## src/rtl/assert_macros.svh

```systemverilog
// Assertion helpers for the RTL.
`ifndef ASSERT_MACROS_SVH
`define ASSERT_MACROS_SVH

`ifndef SYNTHESIS

`define ASSERT_IMPLIES(label, clk, rst, ante, cons, msg) \
   label: assert property (@(posedge clk) disable iff (rst) (ante) |-> (cons)) \
      else $error(msg);

`define ASSERT_NEXT(label, clk, rst, ante, cons, msg) \
   label: assert property (@(posedge clk) disable iff (rst) (ante) |=> (cons)) \
      else $error(msg);

`else

`define ASSERT_IMPLIES(label, clk, rst, ante, cons, msg)

`define ASSERT_NEXT(label, clk, rst, ante, cons, msg)

`endif

`endif

```

## src/rtl/hrfs_pkg.sv

```systemverilog
package hrfs_pkg;

   localparam int SectorCount = 8;
   localparam int SecIdxW     = 4;
   localparam int SectorW     = 3;
   localparam logic [SecIdxW-1:0] NoSector = 4'hF;

   localparam logic [31:0] AxiBase  = 32'h0800_0000;
   localparam logic [31:0] ItcmBase = 32'h0020_0000;

   localparam logic [31:0] SectorStart [SectorCount] = '{
      32'h0800_0000, 32'h0800_4000, 32'h0800_8000, 32'h0800_C000,
      32'h0801_0000, 32'h0802_0000, 32'h0804_0000, 32'h0806_0000
   };

   localparam logic OP_HEADER  = 1'b0;
   localparam logic OP_PAYLOAD = 1'b1;

   localparam logic [7:0] REC_DATA       = 8'd0;
   localparam logic [7:0] REC_EOF        = 8'd1;
   localparam logic [7:0] REC_EXT_SEG    = 8'd2;
   localparam logic [7:0] REC_START_SEG  = 8'd3;
   localparam logic [7:0] REC_EXT_LIN    = 8'd4;
   localparam logic [7:0] REC_START_LIN  = 8'd5;

   localparam int QDepth = 4;
   localparam int QPtrW  = 2;
   localparam int QCntW  = 3;

   typedef enum logic [2:0] {
      CMD_ERASE = 3'd0,
      CMD_WRITE = 3'd1,
      CMD_LOCK  = 3'd2,
      CMD_FAULT = 3'd3,
      CMD_RANGE = 3'd4
   } cmd_type;

   typedef struct packed {
      cmd_type     kind;
      logic [31:0] addr;
      logic [7:0]  data;
   } qent_type;

   function automatic logic [SecIdxW-1:0] find_sector(input logic [31:0] addr);
      logic [SecIdxW-1:0] sec;
      sec = NoSector;
      for (int i = 0; i < SectorCount; i++) begin
         if (addr >= SectorStart[i]) begin
            sec = SecIdxW'(i);
         end
      end
      return sec;
   endfunction

endpackage

```

## src/rtl/hrfs_front.sv

```systemverilog
module hrfs_front import hrfs_pkg::*; (
   input  logic        clock,
   input  logic        reset,
   input  logic [11:0] flash_size_kb,
   input  logic        accept,
   input  logic        opcode,
   input  logic [7:0]  record_type,
   input  logic [15:0] load_offset,
   input  logic [7:0]  byte_count,
   input  logic [7:0]  data_byte,
   output logic        push,
   output qent_type    push_entry
);

   logic [15:0] upper_ff, upper_in;
   logic [7:0]  type_ff, type_in;
   logic [31:0] start_ff, start_in;
   logic [7:0]  index_ff, index_in;
   logic [7:0]  left_ff, left_in;
   logic        skip_ff, skip_in;
   logic        halted_ff, halted_in;

   logic [31:0] hdr_addr;
   logic [31:0] pay_addr;
   logic [32:0] win_span;
   logic [32:0] axi_end;
   logic [32:0] itcm_end;
   logic        in_axi;
   logic        in_itcm;

   always_ff @(posedge clock) begin
      if (reset) begin
         upper_ff  <= '0;
         type_ff   <= '0;
         start_ff  <= '0;
         index_ff  <= '0;
         left_ff   <= '0;
         skip_ff   <= 1'b0;
         halted_ff <= 1'b0;
      end else begin
         upper_ff  <= upper_in;
         type_ff   <= type_in;
         start_ff  <= start_in;
         index_ff  <= index_in;
         left_ff   <= left_in;
         skip_ff   <= skip_in;
         halted_ff <= halted_in;
      end
   end

   always_comb begin
      hdr_addr = {upper_ff, load_offset};
      pay_addr = start_ff + {24'b0, index_ff};
      win_span = {11'b0, flash_size_kb, 10'b0};
      axi_end  = {1'b0, AxiBase} + win_span;
      itcm_end = {1'b0, ItcmBase} + win_span;
      in_axi   = (hdr_addr >= AxiBase) && ({1'b0, hdr_addr} < axi_end);
      in_itcm  = (hdr_addr >= ItcmBase) && ({1'b0, hdr_addr} < itcm_end);

      upper_in   = upper_ff;
      type_in    = type_ff;
      start_in   = start_ff;
      index_in   = index_ff;
      left_in    = left_ff;
      skip_in    = skip_ff;
      halted_in  = halted_ff;
      push       = 1'b0;
      push_entry = '{kind: CMD_WRITE, addr: '0, data: '0};

      if (accept && !halted_ff) begin
         if (opcode == OP_HEADER) begin
            type_in  = record_type;
            left_in  = byte_count;
            index_in = '0;
            skip_in  = 1'b0;
            unique case (record_type)
               REC_DATA: begin
                  if (in_axi) begin
                     start_in = hdr_addr;
                  end else if (in_itcm) begin
                     start_in = hdr_addr - ItcmBase + AxiBase;
                  end else begin
                     skip_in    = 1'b1;
                     push       = 1'b1;
                     push_entry = '{kind: CMD_RANGE, addr: hdr_addr, data: '0};
                  end
               end
               REC_EOF: begin
                  halted_in  = 1'b1;
                  push       = 1'b1;
                  push_entry = '{kind: CMD_LOCK, addr: '0, data: '0};
               end
               REC_EXT_SEG, REC_START_SEG, REC_EXT_LIN, REC_START_LIN: begin
               end
               default: begin
                  halted_in  = 1'b1;
                  push       = 1'b1;
                  push_entry = '{kind: CMD_FAULT, addr: '0, data: '0};
               end
            endcase
         end else if (left_ff != '0) begin
            left_in  = left_ff - 8'd1;
            index_in = index_ff + 8'd1;
            if (type_ff == REC_DATA) begin
               if (!skip_ff) begin
                  push       = 1'b1;
                  push_entry = '{kind: CMD_WRITE, addr: pay_addr, data: data_byte};
               end
            end else if (type_ff == REC_EXT_LIN) begin
               if (index_ff == 8'd0) begin
                  upper_in = {data_byte, upper_ff[7:0]};
               end else if (index_ff == 8'd1) begin
                  upper_in = {upper_ff[15:8], data_byte};
               end
            end
         end
      end
   end

endmodule

```

## src/rtl/hrfs_queue.sv

```systemverilog
module hrfs_queue import hrfs_pkg::*; (
   input  logic     clock,
   input  logic     reset,
   input  logic     push,
   input  qent_type push_entry,
   input  logic     pop,
   output logic     full,
   output logic     empty,
   output qent_type head
);

   qent_type           entries_ff [QDepth];
   logic [QPtrW-1:0]   wr_ptr_ff, wr_ptr_in;
   logic [QPtrW-1:0]   rd_ptr_ff, rd_ptr_in;
   logic [QCntW-1:0]   count_ff, count_in;

   always_ff @(posedge clock) begin
      if (reset) begin
         wr_ptr_ff <= '0;
         rd_ptr_ff <= '0;
         count_ff  <= '0;
      end else begin
         wr_ptr_ff <= wr_ptr_in;
         rd_ptr_ff <= rd_ptr_in;
         count_ff  <= count_in;
      end
   end

   always_ff @(posedge clock) begin
      if (push) begin
         entries_ff[wr_ptr_ff] <= push_entry;
      end
   end

   always_comb begin
      full      = (count_ff == QCntW'(QDepth));
      empty     = (count_ff == '0);
      head      = entries_ff[rd_ptr_ff];
      wr_ptr_in = push ? wr_ptr_ff + 1'b1 : wr_ptr_ff;
      rd_ptr_in = pop  ? rd_ptr_ff + 1'b1 : rd_ptr_ff;
      count_in  = count_ff + QCntW'(push) - QCntW'(pop);
   end

endmodule

```

## src/rtl/hrfs_back.sv

```systemverilog
module hrfs_back import hrfs_pkg::*; (
   input  logic               clock,
   input  logic               reset,
   input  logic               head_valid,
   input  qent_type           head,
   output logic               pop,
   input  logic               rsp_stall,
   output logic               rsp_valid,
   output logic [2:0]         rsp_command,
   output logic [31:0]        rsp_flash_address,
   output logic [7:0]         rsp_write_data,
   output logic [SectorW-1:0] rsp_sector_number,
   output logic               rsp_last
);

   logic               valid_ff, valid_in;
   cmd_type            cmd_ff, cmd_in;
   logic [31:0]        addr_ff, addr_in;
   logic [7:0]         data_ff, data_in;
   logic [SectorW-1:0] sector_ff, sector_in;
   logic               last_ff, last_in;
   logic [SecIdxW-1:0] erased_ff, erased_in;

   logic [SecIdxW-1:0] sec;
   logic               need_erase;
   logic               load;

   always_ff @(posedge clock) begin
      if (reset) begin
         valid_ff  <= 1'b0;
         erased_ff <= NoSector;
      end else begin
         valid_ff  <= valid_in;
         erased_ff <= erased_in;
      end
   end

   always_ff @(posedge clock) begin
      cmd_ff    <= cmd_in;
      addr_ff   <= addr_in;
      data_ff   <= data_in;
      sector_ff <= sector_in;
      last_ff   <= last_in;
   end

   always_comb begin
      sec        = find_sector(head.addr);
      need_erase = head_valid && (head.kind == CMD_WRITE)
                   && (sec != NoSector) && (sec != erased_ff);
      load       = !valid_ff || !rsp_stall;

      valid_in  = valid_ff;
      cmd_in    = cmd_ff;
      addr_in   = addr_ff;
      data_in   = data_ff;
      sector_in = sector_ff;
      last_in   = last_ff;
      erased_in = erased_ff;
      pop       = 1'b0;

      if (load) begin
         valid_in = head_valid;
         if (need_erase) begin
            cmd_in    = CMD_ERASE;
            addr_in   = head.addr;
            data_in   = '0;
            sector_in = sec[SectorW-1:0];
            last_in   = 1'b0;
            erased_in = sec;
         end else if (head_valid) begin
            cmd_in    = head.kind;
            addr_in   = head.addr;
            data_in   = head.data;
            sector_in = '0;
            last_in   = 1'b1;
            pop       = 1'b1;
         end
      end
   end

   assign rsp_valid         = valid_ff;
   assign rsp_command       = cmd_ff;
   assign rsp_flash_address = addr_ff;
   assign rsp_write_data    = data_ff;
   assign rsp_sector_number = sector_ff;
   assign rsp_last          = last_ff;

endmodule

```

## src/rtl/hex_record_flash_sequencer.sv

```systemverilog
// Flash command sequencer for pre-verified Intel HEX records. A header item
// (type, load offset, byte count) is followed by one item per payload byte.
// The front end takes one item per clock into a 4-entry command queue; the
// back end issues one command per clock from its output register while
// rsp_stall is low. A payload byte that opens a new sector gives an erase
// followed by a write, so it holds the single result register for both
// commands. Input stalls only when the queue is full. End of file or an
// unknown record type halts the block until reset; later items are taken
// and dropped. csr_ready is always high; flash_size_kb should only be
// changed while no transfer is in flight.
`include "assert_macros.svh"

module hex_record_flash_sequencer import hrfs_pkg::*; (
   input  logic               clock,
   input  logic               reset,
   input  logic               req_valid,
   output logic               req_stall,
   input  logic               req_opcode,
   input  logic [7:0]         req_record_type,
   input  logic [15:0]        req_load_offset,
   input  logic [7:0]         req_byte_count,
   input  logic [7:0]         req_data_byte,
   output logic               rsp_valid,
   input  logic               rsp_stall,
   output logic [2:0]         rsp_command,
   output logic [31:0]        rsp_flash_address,
   output logic [7:0]         rsp_write_data,
   output logic [SectorW-1:0] rsp_sector_number,
   output logic               rsp_last,
   input  logic               csr_valid,
   output logic               csr_ready,
   input  logic [11:0]        csr_flash_size_kb
);

   logic [11:0] size_kb_ff, size_kb_in;
   logic        req_accept;
   logic        q_push;
   qent_type    q_push_entry;
   logic        q_pop;
   logic        q_full;
   logic        q_empty;
   qent_type    q_head;

   always_ff @(posedge clock) begin
      if (reset) begin
         size_kb_ff <= 12'd512;
      end else begin
         size_kb_ff <= size_kb_in;
      end
   end

   always_comb begin
      csr_ready  = 1'b1;
      size_kb_in = (csr_valid && csr_ready) ? csr_flash_size_kb : size_kb_ff;
      req_stall  = q_full;
      req_accept = req_valid && !req_stall;
   end

   hrfs_front u_front (
      .clock         (clock),
      .reset         (reset),
      .flash_size_kb (size_kb_ff),
      .accept        (req_accept),
      .opcode        (req_opcode),
      .record_type   (req_record_type),
      .load_offset   (req_load_offset),
      .byte_count    (req_byte_count),
      .data_byte     (req_data_byte),
      .push          (q_push),
      .push_entry    (q_push_entry)
   );

   hrfs_queue u_queue (
      .clock      (clock),
      .reset      (reset),
      .push       (q_push),
      .push_entry (q_push_entry),
      .pop        (q_pop),
      .full       (q_full),
      .empty      (q_empty),
      .head       (q_head)
   );

   hrfs_back u_back (
      .clock             (clock),
      .reset             (reset),
      .head_valid        (!q_empty),
      .head              (q_head),
      .pop               (q_pop),
      .rsp_stall         (rsp_stall),
      .rsp_valid         (rsp_valid),
      .rsp_command       (rsp_command),
      .rsp_flash_address (rsp_flash_address),
      .rsp_write_data    (rsp_write_data),
      .rsp_sector_number (rsp_sector_number),
      .rsp_last          (rsp_last)
   );

   `ASSERT_IMPLIES(a_push_room, clock, reset, q_push, !q_full, "push into full queue")
   `ASSERT_IMPLIES(a_pop_data, clock, reset, q_pop, !q_empty, "pop from empty queue")
   `ASSERT_NEXT(a_erase_then_write, clock, reset,
      rsp_valid && !rsp_stall && rsp_command == CMD_ERASE,
      rsp_valid && rsp_command == CMD_WRITE && rsp_last, "erase not followed by write")

endmodule
```

## config.mk

```make
export PLATFORM = sky130hd
export DESIGN_NAME = hex_record_flash_sequencer
export DESIGN_NICKNAME = d
export VERILOG_FILES = /design/src/rtl/hrfs_pkg.sv /design/src/rtl/hrfs_front.sv /design/src/rtl/hrfs_queue.sv /design/src/rtl/hrfs_back.sv /design/src/rtl/hex_record_flash_sequencer.sv
export VERILOG_INCLUDE_DIRS = /design/src /design/src/rtl
export SDC_FILE = /design/constraint.sdc
export NUM_CORES = 1
export LEC_CHECK = 0
export BUFFER_PORTS_ARGS = -buffer_cell sky130_fd_sc_hd__buf_2
export CAP_MARGIN = 10
export CORE_MARGIN = 2
export CORE_UTILIZATION = 41
export DETAILED_ROUTE_END_ITERATION = 8
export GPL_TIMING_DRIVEN = 0
export MAX_ROUTING_LAYER = met4
export PLACE_DENSITY = 0.62
export SYNTH_ARGS = -nofsm -noshare
export SYNTH_HDL_FRONTEND = slang
export SYNTH_SLANG_ARGS = --single-unit
```

## constraint.sdc

```tcl
create_clock -name clock -period 5.9 [get_ports clock]
set_input_delay 0.59 -clock clock [delete_from_list [all_inputs] [get_ports clock]]
set_output_delay 0.59 -clock clock [all_outputs]
set_load 0.01 [all_outputs]
```

# Yosys cells after proc, flatten, opt, wreduce, memory -nomap -nowiden
# Memory sizes are Yosys's and may differ from the RTL's. A register that Yosys moved wholly into a read port is not among the register bits.
# Cells that the tools add are included.
dict set report totals {
  inputBits 58
  latchBits 0
  reg_bits 145
  rom_bits 0
  memories 1
  word_cells 136
  ram_bits 172
  out_inout_bits 50
}
dict set report classes {
  n_mul 0
  order_cmp 12
  bitwise 4
  shift 0
  mux 47
  add_sub_neg 11
  div 0
  reduce_logical 29
  n_eq_ne 13
}
# name words word_bits rd rd_ports_with_merged_regs wr line_no
set memory_table {}
lappend memory_table {u_queue.entries_ff 4 43 1 1 1 hrfs_queue.sv:12} ;# qent_type entries_ff [QDepth];
# cell n
set op_table {}
lappend op_table {{greater-or-equal comparator 32 x 28 -> 1 bit (second input constant)} 9}
lappend op_table {{2-to-1 mux 43 bit} 6}
lappend op_table {{case mux 43 bit (3 select lines)} 1}
lappend op_table {{2-to-1 mux 32 bit} 4}
lappend op_table {{< comparator 32 x 33 -> 1 bit} 2}
lappend op_table {{2-to-1 mux 8 bit} 6}
lappend op_table {{2-to-1 mux 40 bit} 1}
lappend op_table {{adder 32 x 28 -> 32 bit (second input constant)} 1}
lappend op_table {{adder 32 x 8 -> 32 bit} 1}
lappend op_table {{greater-or-equal comparator 32 x 22 -> 1 bit (second input constant)} 1}
lappend op_table {{2-to-1 mux 4 bit} 8}
lappend op_table {{subtractor 32 x 22 -> 32 bit (second input constant)} 1}
lappend op_table {{adder 28 x 22 -> 29 bit (first input constant)} 1}
lappend op_table {{equality test 8 x 3 -> 1 bit (second input constant)} 3}
lappend op_table {{logical NOT 8 bit} 3}
lappend op_table {{adder 22 x 22 -> 23 bit (first input constant)} 1}
lappend op_table {{equality test 8 x 1 -> 1 bit (second input constant)} 2}
lappend op_table {{equality test 8 x 2 -> 1 bit (second input constant)} 2}
lappend op_table {{2-to-1 mux 16 bit} 1}
lappend op_table {{2-to-1 mux 1 bit} 14}
lappend op_table {{2-to-1 mux 3 bit} 3}
lappend op_table {{adder 8 x 1 -> 8 bit (second input constant)} 1}
lappend op_table {{AND reduction 2 bit} 4}
lappend op_table {{nonzero test 8 bit} 1}
lappend op_table {{23 further kinds} 39}

# Longest topological paths before layout
dict set report logic_depth {
  ltp_word 16
  mapped_depth 20
  depth_no_buf 17
}

# Modules after synthesis
# A second synthesis with hierarchy kept.
dict set report hier_totals {
  hier_cells 1057
  hier_area_um2 13980.9
}
# mod cells_per_inst seq_area_each_um2 instances area_per_inst_um2
set modules_own_cells {}
lappend modules_own_cells {hrfs_queue 267 5345.1 1 6696.4}
lappend modules_own_cells {hrfs_front 626 1481.4 1 4799.6}
lappend modules_own_cells {hrfs_back 122 1511.4 1 2040.7}
lappend modules_own_cells {hex_record_flash_sequencer 42 240.2 1 444.2}

# Least setup slack after synthesis
# OpenSTA, ideal clock, no wires.
dict set report synth_timing {
  kind {reg-to-reg}
  from {register u_queue.count_ff[1]}
  to {memory u_queue.entries_ff[0][0] in the netlist's numbering (enable)}
  path_stages_with_launch 12
  setup_ns 0.449
  path_buffers 2
  required_time_ns 5.451
  slack_ns 0.995
  synth_period_minus_slack_ns 4.905
  arrival_time_ns 4.457
  cell_sequence {dfxtp_1 -> inv_1 -> and3_1 -> or3b_2 -> clkbuf_1 -> nor2_1 -> nand3_1 -> nor2_1 -> and2_1 -> clkbuf_1 -> nor3_1 -> nor2b_1}
}
dict set report synth_between {
  elab_chain_len 7
}
# element line_no
set synth_rtl {}
lappend synth_rtl {{from (decl)} hrfs_queue.sv:15} ;# logic [QCntW-1:0] count_ff, count_in;
lappend synth_rtl {{from (signal assigned)} hrfs_queue.sv:25} ;# count_ff <= count_in;
lappend synth_rtl {{equality test 3 bit} hrfs_queue.sv:36} ;# full = (count_ff == QCntW'(QDepth));
lappend synth_rtl {{via req_stall} hex_record_flash_sequencer.sv:17} ;# output logic req_stall,
lappend synth_rtl {{logical NOT 1 bit} hex_record_flash_sequencer.sv:56} ;# req_accept = req_valid && !req_stall;
lappend synth_rtl {{logical AND 1 bit} hex_record_flash_sequencer.sv:56}
lappend synth_rtl {{logical AND 1 bit} hrfs_front.sv:70} ;# if (accept && !halted_ff) begin
lappend synth_rtl {{2-to-1 mux 1 bit} hrfs_front.sv:70}
lappend synth_rtl {{2-to-1 mux 1 bit} hrfs_queue.sv:30} ;# if (push) begin
lappend synth_rtl {{2-to-1 mux 1 bit (not written as such)} hrfs_queue.sv:31} ;# entries_ff[wr_ptr_ff] <= push_entry;
lappend synth_rtl {{to (decl)} hrfs_queue.sv:12}
# The timed path passes the listed nets, and every way through them passes these cells.

==> results.md <==
* Multiplexer share of the synthesized area at 9.97%
* Worst-skew pair later-pin latency at 500 ps
* Area growth, synth to finish at 17.8%
* Depth of the worst hold-timing path at 3
* Final Hold Fails at 0
* Synth Area in Simple Gates at 11.2%
* Leakage power at 5.66 nW
* Post-synth EDFFs at about 220
* Filler Cell Count at about 3000
* CTS resizes at 0
* Max FO, Critical Path at 10
* Clock buffer depth at 3
* Critical Path Start Type: flop
* Slew @ Worst Pin at 1030 ps
* Layout cells sized above 1 at between 15 and 20%
* Num CTS Buffers at 35
* Via density at 5.27
* Delay-heaviest family, CP: buffers and inverters
* Port buffer count at around 110
* Net Count, Synth at 1101
* Fin area at 15800 sq um
* Post-synthesis cell type count at 64
* Pwr Total at 6.48 mW
* Setup tns final at 0 ps
* H-tree levels at 2
* Path depth of the worst reg2reg path at 16
* Worst IR Drop VDD at 0.199 mV
* Final setup fails at 0
* Reg2reg setup slack at 680 ps
* Sequential share of the synthesized area at ~64%
* Status: finished, final reports clean
* All-Layer GR Usage at approximately 19%
* GPL Wtd Cong at 0.852
* Worst Path Buf+Inv at 5
* Multi-input logic area at 4520 sq um
* Boundary Pins at 108
* Largest family of logic cells by synthesized area: simple AND/OR/NAND/NOR gates
* First-pass GRT wire length at 48000 um
* Global route overflow at 0
* Slowest CP cell: or4b_2
* Syn. warnings at 0
* Routed WL at 31600 um
* Reg clk slew, reported paths at 60 ps
* Core footprint at 32400 sq um
* Hold WC Path Type: in -> reg
* Initial antenna violation count at 0
* Clock sinks at 319
* Initial Util at 41.4%
* CP Capture Type: flop
* Sequential cell area at between 8000 and 9000 sq um
* Die width at around 180 um
* Largest net degree at the start of global routing at 30
* Req. time, crit path at 6260 ps
* Post-DP Area at about 15000 sq um
* 1st-iter DRT viols at 650
* RSZ-0062 raised after global routing: no
* Relative slew slack at 31.3%
* Row cnt at 66
* Number of diodes at 0
* Area fraction in compound gates after synthesis at 5.73%
* Post-route clock skew at roughly 13 ps
* Worst path arrival time at 5590 ps
* Adder-Cell Fraction of Synth Area at 3.47%
* Synth Area per Inst at about 13 sq um
* Commonest non-fill, non-tap cell in the layout: edfxtp_1
* Final net count at 1250
* Total die area at 34200 sq um
* Synth Cell Area at between 10000 and 15000 sq um
* FF+latch count, synth at 319
* FF-to-FF End: u_queue.count_ff[2]$_SDFF_PP0_
* CTS tree: yes
* Max Freq at 191 MHz
* Routed Antenna Nets at 0
* Fin. max-slew vios at 0
* CP cell instances: buf_4, buf_2, clkbuf_1, clkbuf_1, mux4_2, or4b_2, a21oi_1, o31a_1, nor2b_2, ha_1, inv_1, ha_1, fa_1, xnor2_1, xnor2_1, nor2_1
* Avg WL per Cell at around 19 um
* Final min period at around 5200 ps
* Drt pass-1 iters at 5
* Slowest stage delay, CP at approximately 700 ps
* Hold Path Origin: csr_flash_size_kb[11]
* Post-synthesis xor/xnor area fraction at approximately 2.9%
* Power per Cell Area at 410 nW/um^2
* Worst Hold Path EP: size_kb_ff[11]$_SDFFE_PP0P_
* Root Buffer: clkbuf_16
* Vias in the first global route at 8393
* Post-Syn Instances at just over 1000
* Die Y at 185 um
* Final Cycle Share at 88.5%
* Max Cap Viol at 0
* Worst Setup Path Type: reg -> reg
* Post-synth top flop: edfxtp_1
* HPWL Detailed at 22500 um
* CTS Hold Buffers Added at 0
* DRC errors left at 0
* # Post-CTS Setup Buffers at 0
* Most frequent cells in the layout: edfxtp_1 (219), buf_2 (108), nand2_1 (105), dfxtp_1 (100), nor2_1 (75)
* Asr flop ratio synth at 0%
* Via count at 8548
[where the power goes]
group / switching (mW) / internal [mW]
registers: 0.0959 / 2.81
logic: 0.875 / 0.615
clock network: 0.840 / 1.24
total: 1.81 / 4.67
[registers in the layout, indices dropped and copies added (netlist names), 2 cells and up, named ones only]
signal                    cells
u_queue.entries_ff          172
u_queue.wr_ptr_ff             2
u_queue.count_ff              3
u_back.rsp_sector_number      3
u_front.left_ff               8
u_back.rsp_flash_address     32
u_front.start_ff             32
u_front.upper_ff             16
u_front.type_ff               8
u_back.erased_ff              4
size_kb_ff                   12
u_back.rsp_command            3
u_back.rsp_write_data         8
u_front.index_ff              8
u_queue.rd_ptr_ff             2
[cell usage after synthesis, types with 19 or more instances]
cell	n	share of area (%)
ha_1	34	3.2
a21oi_1	46	1.7
nor2_1	75	2.1
o21ai_0	38	1.4
nand3_1	24	0.90
nand2_1	105	2.9
edfxtp_1	219	49
mux4_2	42	7.1
xnor2_1	27	1.8
nor3_1	19	0.71
clkbuf_1	32	0.90
inv_1	40	1.1
dfxtp_1	100	15
mux2i_1	38	2.8
[kinds of logic after synthesis]
group / after synthesis
adder cells (fa/ha/maj): 36
other: 1
AND/OR/NAND/NOR: 313
buffers and inverters: 84
flip-flops: 319
XOR/XNOR: 45
multiplexers: 81
AO/OA/AOI/OAI: 128
[how the worst max path moves through the flow]
stage                                   start                                   to  slack, ps  depth (start not counted)
3_3_place_gp                        req_valid  u_queue.entries_ff[1][22]$_DFFE_PP_      -1750                          8
5_1_grt                                  flop       u_queue.count_ff[2]$_SDFF_PP0_        430                         16
4_1_cts                                  flop       u_queue.count_ff[2]$_SDFF_PP0_        650                         16
2_1_floorplan  u_queue.count_ff[1]$_SDFF_PP0_   u_queue.entries_ff[0][0]$_DFFE_PP_        990                         11
3_5_place_dp                             flop       u_queue.count_ff[2]$_SDFF_PP0_        730                         16
6_report                                 flop       u_queue.count_ff[2]$_SDFF_PP0_        680                         16
[per-stage QoR]
step,hold slack (ps),setup slack (ps),cells,util (%)
after floorplan,432,995,1007,-
after global placement,445,-1750,1554,44.8
after detailed placement,451,734,1561,45.4
after CTS,303,652,1623,48.8
after global routing,322,431,1623,48.8
final,319,676,1623,48.8
[tightest hold or removal path: stages]
cell and delay, ps:
buf_2 70, mux2i_1 50, nor2_1 70
[routing by layer]
layer | vias to the layer above | part of all wire [%] | GRT usage [%]
li1 | 4001 | - | -
met1 | 4253 | 45 | 26.0
met2 | 247 | 47 | 30.4
met3 | 47 | 5.4 | 3.20
met4 | 0 | 2.1 | 5.05
met5 | - | 0 | -
[final cells by class]
cell class / count / share of cell area, %
Multi-Input combinational cell: 604 / 28.6
Tap cell: 442 / 3.50
Clock inverter: 16 / 0.808
Buffer: 44 / 1.33
Timing Repair Buffer: 112 / 4.40
Clock buffer: 46 / 6.14
Sequential cell: 319 / 54.3
Inverter: 40 / 0.950
Power figures use the tool's default switching activity.
